### src/rtl/core/crps_pkg.sv
// Shared widths, types, state codes and weight and divisor functions for the Catmull-Rom path sampler.
`timescale 1ns / 1ps

package crps_pkg;

  localparam int COORD_W       = 32;
  localparam int WT_W          = 24;             // blend weight, covers steps up to 63
  localparam int NUM_W         = 60;             // 2*sum(w*p) + d
  localparam int DIV_W         = 21;             // 4*s^3
  localparam int DIFF_W        = COORD_W + 1;
  localparam int SQ_W          = 2 * DIFF_W;
  localparam int SUM_W         = SQ_W + 2;
  localparam int ROOT_W        = SUM_W / 2;
  localparam int LEN_W         = 32;
  localparam int STEPS_W       = 4;
  localparam int CFG_AW        = 2;
  localparam int DEF_MAX_STEPS = 15;

  localparam logic [STEPS_W-1:0] STEPS_RESET = 4'd3;
  localparam logic [CFG_AW-1:0]  ADDR_STEPS  = 2'd0;

  typedef logic signed [COORD_W-1:0] coord_t;
  typedef logic signed [WT_W-1:0]    weight_t;

  typedef enum logic [2:0] {
    L_IDLE, L_MAC, L_PREP, L_DIV, L_FIN
  } lane_state_e;

  typedef enum logic [1:0] {
    M_IDLE, M_SQ, M_ROOT, M_FIN
  } merge_state_e;

  typedef enum logic [2:0] {
    T_IDLE, T_WGT, T_LANE, T_MERGE, T_OUT
  } top_state_e;

  // Weight k of the uniform Catmull-Rom basis at u = i/s, scaled by 2*s^3.
  function automatic weight_t crps_weight(input int i, input int s, input logic [1:0] k);
    int i2;
    int i3;
    int s2;
    int s3;
    int w;
    i2 = i * i;
    i3 = i2 * i;
    s2 = s * s;
    s3 = s2 * s;
    case (k)
      2'd0:    w = -i3 + 2 * i2 * s - i * s2;
      2'd1:    w = 3 * i3 - 5 * i2 * s + 2 * s3;
      2'd2:    w = -3 * i3 + 4 * i2 * s + i * s2;
      default: w = i3 - i2 * s;
    endcase
    return WT_W'(w);
  endfunction

  function automatic logic [DIV_W-1:0] crps_divisor(input int s);
    return DIV_W'(4 * s * s * s);
  endfunction

endpackage

### src/rtl/core/crps_lane.sv
// One coordinate lane: weighted sum of four points, then rounded division and saturation.
`timescale 1ns / 1ps

module crps_lane
  import crps_pkg::*;
(
  input  logic             clk_i,
  input  logic             rst_ni,
  input  logic             start_i,
  input  weight_t          weight_i [4],
  input  coord_t           point_i [4],
  input  logic [DIV_W-1:0] divisor_i,
  output logic             done_o,
  output coord_t           node_o
);

  localparam int CNT_W = $clog2(NUM_W);

  lane_state_e state_q, state_d;

  weight_t                  w_q [4];
  coord_t                   p_q [4];
  logic [DIV_W-1:0]         div_q;
  logic signed [NUM_W-1:0]  acc_q;
  logic signed [NUM_W-1:0]  num;
  logic [1:0]               k_q;
  logic                     neg_q;
  logic [NUM_W-1:0]         quo_q;
  logic [DIV_W:0]           rem_q;
  logic [DIV_W:0]           rem_sh;
  logic [DIV_W:0]           rem_sub;
  logic                     ge;
  logic [CNT_W-1:0]         cnt_q;
  logic signed [WT_W+COORD_W-1:0] prod;
  logic [NUM_W:0]           qmag;
  logic signed [NUM_W:0]    quot;
  logic                     fits;
  coord_t                   sat;
  logic                     done_q;
  coord_t                   node_q;

  assign prod = w_q[k_q] * p_q[k_q];
  // 2n + d with d = divisor/2
  assign num  = (acc_q <<< 1)
              + $signed({{(NUM_W-DIV_W+1){1'b0}}, div_q[DIV_W-1:1]});

  assign rem_sh  = {rem_q[DIV_W-1:0], quo_q[NUM_W-1]};
  assign ge      = rem_sh >= {1'b0, div_q};
  assign rem_sub = rem_sh - {1'b0, div_q};

  // floor division: a negative quotient with remainder steps one further down
  assign qmag = {1'b0, quo_q} + (NUM_W+1)'(neg_q && (rem_q != '0));
  assign quot = neg_q ? -$signed(qmag) : $signed(qmag);
  assign fits = (quot[NUM_W:COORD_W-1] == '0) || (quot[NUM_W:COORD_W-1] == '1);
  assign sat  = fits ? quot[COORD_W-1:0]
              : (quot[NUM_W] ? {1'b1, {(COORD_W-1){1'b0}}} : {1'b0, {(COORD_W-1){1'b1}}});

  always_ff @(posedge clk_i or negedge rst_ni) begin
    if (!rst_ni) begin
      state_q <= L_IDLE;
      done_q  <= 1'b0;
    end else begin
      state_q <= state_d;
      done_q  <= (state_q == L_FIN);
    end
  end

  always_comb begin
    state_d = state_q;
    unique case (state_q)
      L_IDLE: if (start_i) state_d = L_MAC;
      L_MAC:  if (k_q == 2'd3) state_d = L_PREP;
      L_PREP: state_d = L_DIV;
      L_DIV:  if (cnt_q == CNT_W'(NUM_W - 1)) state_d = L_FIN;
      L_FIN:  state_d = L_IDLE;
      default: state_d = L_IDLE;
    endcase
  end

  always_ff @(posedge clk_i) begin
    case (state_q)
      L_IDLE: begin
        if (start_i) begin
          w_q   <= weight_i;
          p_q   <= point_i;
          div_q <= divisor_i;
          acc_q <= '0;
          k_q   <= '0;
        end
      end
      L_MAC: begin
        acc_q <= acc_q + NUM_W'(prod);
        k_q   <= k_q + 2'd1;
      end
      L_PREP: begin
        neg_q <= num[NUM_W-1];
        quo_q <= num[NUM_W-1] ? NUM_W'(-num) : NUM_W'(num);
        rem_q <= '0;
        cnt_q <= '0;
      end
      L_DIV: begin
        quo_q <= {quo_q[NUM_W-2:0], ge};
        rem_q <= ge ? rem_sub : rem_sh;
        cnt_q <= cnt_q + CNT_W'(1);
      end
      L_FIN: node_q <= sat;
      default: ;
    endcase
  end

  assign done_o = done_q;
  assign node_o = node_q;

endmodule

### config.mk
export PLATFORM = sky130hd
export DESIGN_NAME = crps_lane
export DESIGN_NICKNAME = d
export VERILOG_FILES = /design/src/rtl/core/crps_pkg.sv /design/src/rtl/core/crps_lane.sv
export SDC_FILE = /design/constraint.sdc
export NUM_CORES = 2
export LEC_CHECK = 0
export BUFFER_PORTS_ARGS = -buffer_cell sky130_fd_sc_hd__clkbuf_2
export CORE_MARGIN = 1.5
export CORE_UTILIZATION = 49
export CTS_CLUSTER_DIAMETER = 120
export CTS_CLUSTER_SIZE = 25
export DETAILED_ROUTE_END_ITERATION = 10
export GPL_ROUTABILITY_DRIVEN = 0
export GPL_TIMING_DRIVEN = 0
export PLACE_DENSITY_LB_ADDON = 0.15
export SYNTH_ARGS = -nofsm -noshare
export SYNTH_HDL_FRONTEND = slang
export SYNTH_SLANG_ARGS = --single-unit
### constraint.sdc
create_clock -name clk_i -period 17.8 [get_ports clk_i]
set_input_delay 1.78 -clock clk_i [delete_from_list [all_inputs] [get_ports clk_i]]
set_output_delay 1.78 -clock clk_i [all_outputs]
set_load 0.02 [all_outputs]
==> flow_summary.toml <==
[placement]
post-place-ws_ps = 5110
placed_cells = 7135
numPortBuffers = 280
dp_hpwl_um = 132000

[timing]
drv_slew = 5
skew_ps = 38.7
setup_ws_ps = 5020
fin_crit_sh = 0.718
rsz0062_at_grt = "false"
finalSetupTns_ps = 0
worst_slew_pin_slew_ps = 1530
fmax_ghz = 0.0782
maxSlewHeadroom = -0.0306
fin_crit_ps = 12780
hold_violations = 0
setup_violations = 0

[route]
final_antenna_net_count = 0
num_vias = 39607
wire_per_inst_um = 21.7
drc = 0
drt_iter0_markers = 2903
drt_pass1_iterations = 5
via_per_inst = 5.52
finalWirelength_um = 156000

[clock_tree]
cts_tree = "built"
clk_latency_ps = 630
cts-htree-levels = 1
clk_pin_slew_ps = 100
cts.repair.resized = 0
cts_hold_buf = 0
numCtsBuffers = 24
ctsLongestPathBuffers = 3
numClockSinks = 431
post_cts_buffers = 0
root_buffer = "clkbuf_16"

[die]
dieHeight_um = 334
std_cell_rows = 121
dieArea_mm2 = 0.111
dieWidth_um = 334
core_area_mm2 = 0.109
initial_core_util = 0.493
io_pins = 281

[logic_synthesis]
synthCells = 5432
synth_top_cell_by_area = "fa_1"
ys.flop_type = "edfxtp_1"
ys_seq_area_frac = 0.241
synthArstFlopShare = 0.00928
synth_top_area_share = 0.321
yosys_warnings = 0
ys_ff_latch = 431
synth_cell_types = 96
syn_nets = 6765
synth_area_mm2 = 0.0535
yosys-top-cells-area = "fa_1 32%, edfxtp_1 24%, inv_1 6.6%"
avgSynthCellArea_um2 = 9.86
synth_edf_count = 427

[worst_setup_path]
cp.depth = 35
crit_top_cell = "fa_1"
r2r_slack_ps = 5020
required_ps = 18150
path_buf_inv = 10
crit_arrival_ps = 13130
startpoint = "k_q[0]"
endpoint = "acc_q[53]"
slowest_stage = "buf_1"
r2r_start = "k_q[0]"
slowest_delay_ps = 980
cp_max_fo = 10
reg2regPathDepth = 35
rr_endpoint = "acc_q[53]"
start_kind = "flip-flop"
path_delay_family = "adder cells"
crit_type = "reg2reg"
end_kind = "flip-flop"

[cells_and_area]
instances_no_fill = 7173
nNetsFinal = 7080
area_growth_pct = 7.74
final_cell_mix = "939 x inv_1, 858 x fa_1, 671 x nand2_1"
final_common_cell = "inv_1"
seq_area_mm2 = 0.0129
drive_above_1_share = 0.0858
fillerInstances = 9964
multi_input_area_mm2 = 0.0361

[outcome]
violations = "capacitance limit, slew limit"
status = "finished with violations"

[global_route]
grt-ovfl-total = 0
grt_pass1_vias = 40887
antenna_found_initial = 1
grt_pass1_wl_um = 239000
grtUsageTotal = 0.283
grt_max_degree = 75

[flow_run]
drv_cap = 1

[min_path]
hold_path_class = "reg2reg"
==> synthesized netlist by cell type (68+ instances only) <==
cell / number
clkbuf_1: 196
xnor2_1: 190
ha_1: 227
inv_1: 939
nor3_1: 68
nand2_1: 671
o21ai_0: 150
a21oi_1: 118
edfxtp_1: 427
nor2_1: 427
fa_1: 858
nand3_1: 82
xor2_1: 98
and2_1: 96
==> cell type report <==
class / count / share of cell area
timing repair buffer: 289 / 0.0273
clock inverter: 8 / 0.00236
tap: 1414 / 0.0307
clock buffer: 29 / 0.0111
sequential: 431 / 0.224
multi-input combinational: 3816 / 0.626
buffer: 246 / 0.0173
antenna: 1 / 0.0000434
inverter: 939 / 0.0611
==> routing by layer <==
metal  track usage  vias up  share of wire
met3        0.0555      312          0.086
met4         0.126        0          0.053
met5             0        -              0
met2         0.458     1738           0.45
li1              -    18148              -
met1         0.370    19409           0.41
==> state kept, by name, summed over array words and instances (netlist names) <==
register / count
k_q: 2
rem_q: 22
w_q: 96
quo_q: 60
div_q: 21
node_o: 32
done_o: 1
acc_q: 59
p_q: 128
cnt_q: 6
state_q: 3
neg_q: 1
==> metrics by stage <==
stage / util / hold slack, ps / instance area (µm²)
floorplan: - / 559 / 53500
global placement: 0.523 / 589 / 56700
detailed placement: 0.524 / 595 / 56900
CTS: 0.531 / 612 / 57700
global route: 0.531 / 639 / 57700
finish: 0.531 / 605 / 57700
==> cell families (layout without fill, tap and decap cells) <==
logic type / Yosys count / after routing / share of synthesized area
muxes: 123 / 123 / 0.0286
other: 0 / 1 / 0
adders and majority gates: 1085 / 1085 / 0.374
buffers and inverters: 1185 / 1511 / 0.0845
and+or+nand+nor: 1714 / 1714 / 0.151
AOI/OAI and AO/OA: 606 / 606 / 0.0740
DFF: 431 / 431 / 0.241
xor gates and xnor gates: 288 / 288 / 0.0471
==> how the worst min path moves through the flow <==
stage / endpoint / startpoint / slack (ps) / cells after the start
2_1_floorplan: quo_q[57] / quo_q[56] / 560 / 2
3_3_place_gp: cnt_q[0] / cnt_q[0] / 590 / 1
3_5_place_dp: cnt_q[0] / cnt_q[0] / 590 / 1
4_1_cts: cnt_q[0] / cnt_q[0] / 610 / 1
5_1_grt: cnt_q[0] / cnt_q[0] / 640 / 1
6_report: done_o / state_q[1] / 610 / 1
Power is not shown: default switching activity piles up to over one toggle a cycle in this logic, so the estimate is an artifact.
