## config.mk

```make
export PLATFORM = sky130hd
export DESIGN_NAME = crps_merge
export DESIGN_NICKNAME = d
export VERILOG_FILES = /design/src/rtl/core/crps_pkg.sv /design/src/rtl/core/crps_merge.sv
export SDC_FILE = /design/constraint.sdc
export NUM_CORES = 2
export LEC_CHECK = 0
export ABC_CLOCK_PERIOD_IN_PS = 14300
export BUFFER_PORTS_ARGS = -buffer_cell sky130_fd_sc_hd__buf_2
export CORE_ASPECT_RATIO = 1.4
export CORE_MARGIN = 3
export CORE_UTILIZATION = 56
export CTS_CLUSTER_SIZE = 24
export DETAILED_ROUTE_END_ITERATION = 12
export HOLD_SLACK_MARGIN = 0.08
export PLACE_DENSITY = 0.79
export SLEW_MARGIN = 20
export SYNTH_ARGS = -nofsm -noshare
export SYNTH_HDL_FRONTEND = slang
export SYNTH_SLANG_ARGS = --single-unit
```

## constraint.sdc

```tcl
create_clock -name clk_i -period 14.3 [get_ports clk_i]
set_clock_uncertainty 0.2 [all_clocks]
set_input_delay 2.86 -clock clk_i [delete_from_list [all_inputs] [get_ports clk_i]]
set_output_delay 2.86 -clock clk_i [all_outputs]
set_load 0.01 [all_outputs]
```

## src/rtl/core/crps_pkg.sv

```systemverilog
// Shared widths, types, state codes and weight and divisor functions for the Catmull-Rom path sampler.
`timescale 1ns / 1ps

package crps_pkg;

  localparam int COORD_W       = 32;
  localparam int WT_W          = 24;             // blend weight, covers steps up to 63
  localparam int NUM_W         = 60;             // 2*sum(w*p) + d
  localparam int DIV_W         = 21;             // 4*s^3
  localparam int DIFF_W        = COORD_W + 1;
  localparam int SQ_W          = 2 * DIFF_W;
  localparam int SUM_W         = SQ_W + 2;
  localparam int ROOT_W        = SUM_W / 2;
  localparam int LEN_W         = 32;
  localparam int STEPS_W       = 4;
  localparam int CFG_AW        = 2;
  localparam int DEF_MAX_STEPS = 15;

  localparam logic [STEPS_W-1:0] STEPS_RESET = 4'd3;
  localparam logic [CFG_AW-1:0]  ADDR_STEPS  = 2'd0;

  typedef logic signed [COORD_W-1:0] coord_t;
  typedef logic signed [WT_W-1:0]    weight_t;

  typedef enum logic [2:0] {
    L_IDLE, L_MAC, L_PREP, L_DIV, L_FIN
  } lane_state_e;

  typedef enum logic [1:0] {
    M_IDLE, M_SQ, M_ROOT, M_FIN
  } merge_state_e;

  typedef enum logic [2:0] {
    T_IDLE, T_WGT, T_LANE, T_MERGE, T_OUT
  } top_state_e;

  // Weight k of the uniform Catmull-Rom basis at u = i/s, scaled by 2*s^3.
  function automatic weight_t crps_weight(input int i, input int s, input logic [1:0] k);
    int i2;
    int i3;
    int s2;
    int s3;
    int w;
    i2 = i * i;
    i3 = i2 * i;
    s2 = s * s;
    s3 = s2 * s;
    case (k)
      2'd0:    w = -i3 + 2 * i2 * s - i * s2;
      2'd1:    w = 3 * i3 - 5 * i2 * s + 2 * s3;
      2'd2:    w = -3 * i3 + 4 * i2 * s + i * s2;
      default: w = i3 - i2 * s;
    endcase
    return WT_W'(w);
  endfunction

  function automatic logic [DIV_W-1:0] crps_divisor(input int s);
    return DIV_W'(4 * s * s * s);
  endfunction

endpackage

```

## src/rtl/core/crps_merge.sv

```systemverilog
// Merge stage: distance from the previous node by sum of squares and integer root, running length.
`timescale 1ns / 1ps

module crps_merge
  import crps_pkg::*;
(
  input  logic             clk_i,
  input  logic             rst_ni,
  input  logic             start_i,
  input  logic             clear_i,
  input  coord_t           node_i [3],
  output logic             done_o,
  output logic [LEN_W-1:0] length_o
);

  localparam int CNT_W = $clog2(ROOT_W);

  merge_state_e state_q, state_d;

  coord_t                   prev_q [3];
  logic                     seen_q;
  logic [LEN_W-1:0]         len_q;
  logic [1:0]               k_q;
  logic signed [DIFF_W-1:0] diff;
  logic [DIFF_W-1:0]        mag;
  logic [SQ_W-1:0]          sq;
  logic [SUM_W-1:0]         rad_q;
  logic [ROOT_W+1:0]        rem_q;
  logic [ROOT_W+1:0]        r2;
  logic [ROOT_W+1:0]        trial;
  logic                     ge;
  logic [ROOT_W-1:0]        root_q;
  logic [CNT_W-1:0]         cnt_q;
  logic [ROOT_W:0]          sum;
  logic                     done_q;

  assign diff = DIFF_W'(node_i[k_q]) - DIFF_W'(prev_q[k_q]);
  assign mag  = diff[DIFF_W-1] ? DIFF_W'(-diff) : DIFF_W'(diff);
  assign sq   = mag * mag;

  assign r2    = {rem_q[ROOT_W-1:0], rad_q[SUM_W-1 -: 2]};
  assign trial = {root_q, 2'b01};
  assign ge    = r2 >= trial;

  assign sum = {1'b0, root_q} + (ROOT_W+1)'(len_q);

  always_ff @(posedge clk_i or negedge rst_ni) begin
    if (!rst_ni) begin
      state_q <= M_IDLE;
      done_q  <= 1'b0;
      seen_q  <= 1'b0;
      len_q   <= '0;
    end else begin
      state_q <= state_d;
      done_q  <= 1'b0;
      if (clear_i) begin
        seen_q <= 1'b0;
        len_q  <= '0;
      end else if (state_q == M_IDLE && start_i && !seen_q) begin
        // first node after a clear starts the path at zero
        seen_q <= 1'b1;
        len_q  <= '0;
        done_q <= 1'b1;
      end else if (state_q == M_FIN) begin
        done_q <= 1'b1;
        if (sum >= (ROOT_W+1)'({LEN_W{1'b1}})) len_q <= '1;
        else len_q <= sum[LEN_W-1:0];
      end
    end
  end

  always_comb begin
    state_d = state_q;
    unique case (state_q)
      M_IDLE: if (start_i && seen_q) state_d = M_SQ;
      M_SQ:   if (k_q == 2'd2) state_d = M_ROOT;
      M_ROOT: if (cnt_q == CNT_W'(ROOT_W - 1)) state_d = M_FIN;
      M_FIN:  state_d = M_IDLE;
      default: state_d = M_IDLE;
    endcase
  end

  always_ff @(posedge clk_i) begin
    case (state_q)
      M_IDLE: begin
        k_q    <= '0;
        rad_q  <= '0;
        rem_q  <= '0;
        root_q <= '0;
        cnt_q  <= '0;
        if (start_i && !seen_q) prev_q <= node_i;
      end
      M_SQ: begin
        rad_q <= rad_q + SUM_W'(sq);
        k_q   <= k_q + 2'd1;
      end
      M_ROOT: begin
        rad_q  <= {rad_q[SUM_W-3:0], 2'b00};
        rem_q  <= ge ? (r2 - trial) : r2;
        root_q <= {root_q[ROOT_W-2:0], ge};
        cnt_q  <= cnt_q + CNT_W'(1);
      end
      M_FIN: prev_q <= node_i;
      default: ;
    endcase
  end

  assign done_o   = done_q;
  assign length_o = len_q;

endmodule
```

==> metrics.md <==
| Metric | Value |
|---|---|
| Outcome | completed |
| Final Critical Period | 14000 ps |
| Post-synth top flop | edfxtp_1 |
| Fin nets | 7489 |
| Top cells by area, synth | fa_1 (37%), edfxtp_1 (14%), ha_1 (9.3%), inv_1 (8.9%), nand2_1 (4.4%) |
| Synth cell count leaders | inv_1 (1187), fa_1 (929), nand2_1 (584) |
| Antenna violations before repair | 11 |
| WHS | 303 ps |
| Worst slew pin tran | 1100 ps |
| Sequential cell area | 8110 um^2 |
| Root Buffer | clkbuf_16 |
| Crit Reg-Reg Endpoint | rad_q[64] |
| Pre-CTS setup slack | -1250 ps |
| # clock sinks | 276 |
| I/O Buffers | 132 |
| Largest net degree at the start of global routing | 97 |
| CTS Buf Count | 35 |
| Worst reg2reg path depth | 46 |
| Initial DRC Count | 2787 |
| IO Count | 133 |
| Post-Synthesis Cells | 5390 |
| Crit path buffers/inverters | 10 |
| CTS tree | built |
| Min-Delay Path Depth | 2 |
| Ys async rst share | 0.130 |
| Gr usage total | 0.334 |
| CP Launch Point | node_i[32] |
| Initial core utilization | 0.566 |
| Kind of critical path | input pin to flip-flop |
| H-tree depth | 2 |
| GRT overflow | 0 |
| Die area | 93200 um^2 |
| Routed vias | 41000 |
| Wirelength per Cell | 20.8 um |
| Die H | 360 um |
| Mapped Area | 50200 um^2 |
| First-pass GRT wire length | 241 mm |
| Hold Violations, Final | 0 |
| Cell depth of the worst setup path | 46 |
| Worst path slowest cell | fa_1 |
| Gp weighted congestion | 1.01 |
| Most frequent CP cell | fa_1 |
| CP endpoint | rad_q[64] |
| Arrival @ worst endpoint | 14110 ps |
| Multi-input gate area | 37400 um^2 |
| CP top delay family | adder cells |
| DR pass1 iterations | 6 |
| Ys Warns | 0 |
| Crit-path max cell delay | 610 ps |
| Avg Cell Area, Syn | 9.31 um^2 |
| FF-to-FF Start | k_q[1] |
| Max cap viols | 0 |
| Final Worst Setup Slack | 301 ps |
| Final period util | 0.979 |
| ANT nets after route | 0 |
| Setup slack, reg-to-reg | 1220 ps |
| Routed WL | 152 mm |
| Core Rows | 129 |
| Count leader, synth | inv_1 |
| Post-detail-place hpwl | 126 mm |
| Cts hold-fix bufs | 0 |
| Number of global-route vias before repair | 45100 |
| Yosys cell types | 91 |
| Pins Over Slew Limit | 0 |
| FF+latch count, synth | 276 |
| Area grow syn2layout | 17.9% |
| CP Data Required Time | 14410 ps |
| Reg clk slew, reported paths | 60 ps |
| Critical Path Fanout Max | 6 |
| Hold WC Path Type | flip-flop to flip-flop |
| EDFF count, synth | 240 |
| Die width | 259 um |
| Post-route DRC | 0 |
| Final setup violation count | 0 |
| Vias/cell | 5.61 |
| Layout cell share with drive strength beyond 1 | 0.174 |
| Clk Latency, worst-skew pair | 600 ps |
| Worst-case clock buffer depth | 3 |
| Fmax | 71.4 MHz |
| Crit. End Element | flip-flop |
| Rel. slew slack | 0.245 |
| Core area | 88600 um^2 |
| Fillers | 6829 |
| CP startpoint kind | input pin |
| Yosys top cell by area | fa_1 |
| Seq/Total Area, Yosys | 0.162 |
| Share of the synthesized area in the top cell type | 0.371 |
==> placed cells by master, fill, tap and decap left out, types with 13 or more instances in the layout <==
| cell | instances |
|---|---|
| xnor2_1 | 90 |
| o21ai_0 | 207 |
| nor2_1 | 390 |
| buf_4 | 691 |
| xor2_1 | 64 |
| nand2_1 | 582 |
| o21a_1 | 19 |
| buf_12 | 31 |
| o211ai_1 | 23 |
| nor2b_1 | 46 |
| dfrtp_1 | 36 |
| edfxtp_1 | 240 |
| nand4_1 | 40 |
| mux2i_1 | 95 |
| buf_2 | 132 |
| a31oi_1 | 16 |
| nand3_1 | 45 |
| nand2b_1 | 22 |
| ha_1 | 371 |
| a21oi_1 | 185 |
| a21oi_2 | 15 |
| nor3_1 | 34 |
| and2_1 | 66 |
| o21bai_1 | 24 |
| clkbuf_16 | 35 |
| xnor2_2 | 15 |
| a21o_1 | 115 |
| inv_1 | 1183 |
| fa_1 | 923 |
| o21ai_1 | 14 |
| conb_1 | 25 |
| or2_2 | 13 |
| a211oi_1 | 16 |
| and3_1 | 24 |
==> cell families after synthesis <==
kind of cell | share of synthesized area
buffers and inverters | 0.107
AO/OA/AOI/OAI | 0.0966
flip-flops | 0.162
adder cells (fa/ha/maj) | 0.464
AND/OR/NAND/NOR | 0.119
other | 0.000150
multiplexers | 0.0198
XOR/XNOR | 0.0320
==> stage by stage <==
step,instances,instance area [um^2],setup TNS (ps),utilization
finish,7304,59100,0,0.667
global route,7301,59100,-77.8,0.667
CTS,7280,58600,0,0.661
detailed placement,7216,57500,-12120,0.648
global placement,7216,57500,-8420,0.648
floorplan,5413,50200,0,-
==> metal layers <==
metal	GRT usage	routed length, um	share of wire	vias up
met2	0.584	76700	0.50	1718
met4	0.220	12300	0.081	2
met1	0.376	52600	0.35	20300
met5	0	11	0.000072	-
li1	-	-	-	18300
met3	0.0552	10400	0.069	654
==> flip-flops by register name, summed over array words and instances (netlist names) <==
| signal | cells |
|---|---|
| prev_q | 96 |
| length_o | 32 |
| cnt_q | 6 |
| state_q | 2 |
| rem_q | 34 |
| rad_q | 68 |
| root_q | 34 |
| done_o | 1 |
| k_q | 2 |
| seen_q | 1 |
==> how the worst min path moves through the flow <==
stage | start | end | slack (ps)
floorplan | seen_q | seen_q | 300
global placement | length_o[28] | length_o[28] | 280
detailed placement | length_o[28] | length_o[28] | 290
CTS | length_o[19] | length_o[19] | 310
global route | length_o[16] | length_o[16] | 340
finish | length_o[19] | length_o[19] | 300
==> repair_timing <==
item | 4_1_cts | 5_1_grt
gates cloned | 0 | 0
gates resized for setup | 7 | 102
setup endpoints to repair | 7 | 23
buffers inserted | 0 | 13
pin swaps | 0 | 32
==> worst reg2reg max path, delay by kind of cell, from the launching register on <==
kind	cells	cell delay, ps
simple gates	6	1700
fa+ha+maj	10	4560
compound gates	15	2950
flops	1	780
xor+xnor	2	320
buf+inv	13	2290
==> area by class of cell <==
type	instances	area share
multi-input cells	3718	0.632
flip-flops and latches	276	0.137
repair buffers	859	0.110
inverters	1196	0.0762
well taps	1179	0.0249
clock buffers	45	0.0156
clock inverters	19	0.00307
diodes	12	0.000508
Power is not shown: default switching activity piles up to over one toggle a cycle in this logic, so the estimate is an artifact.
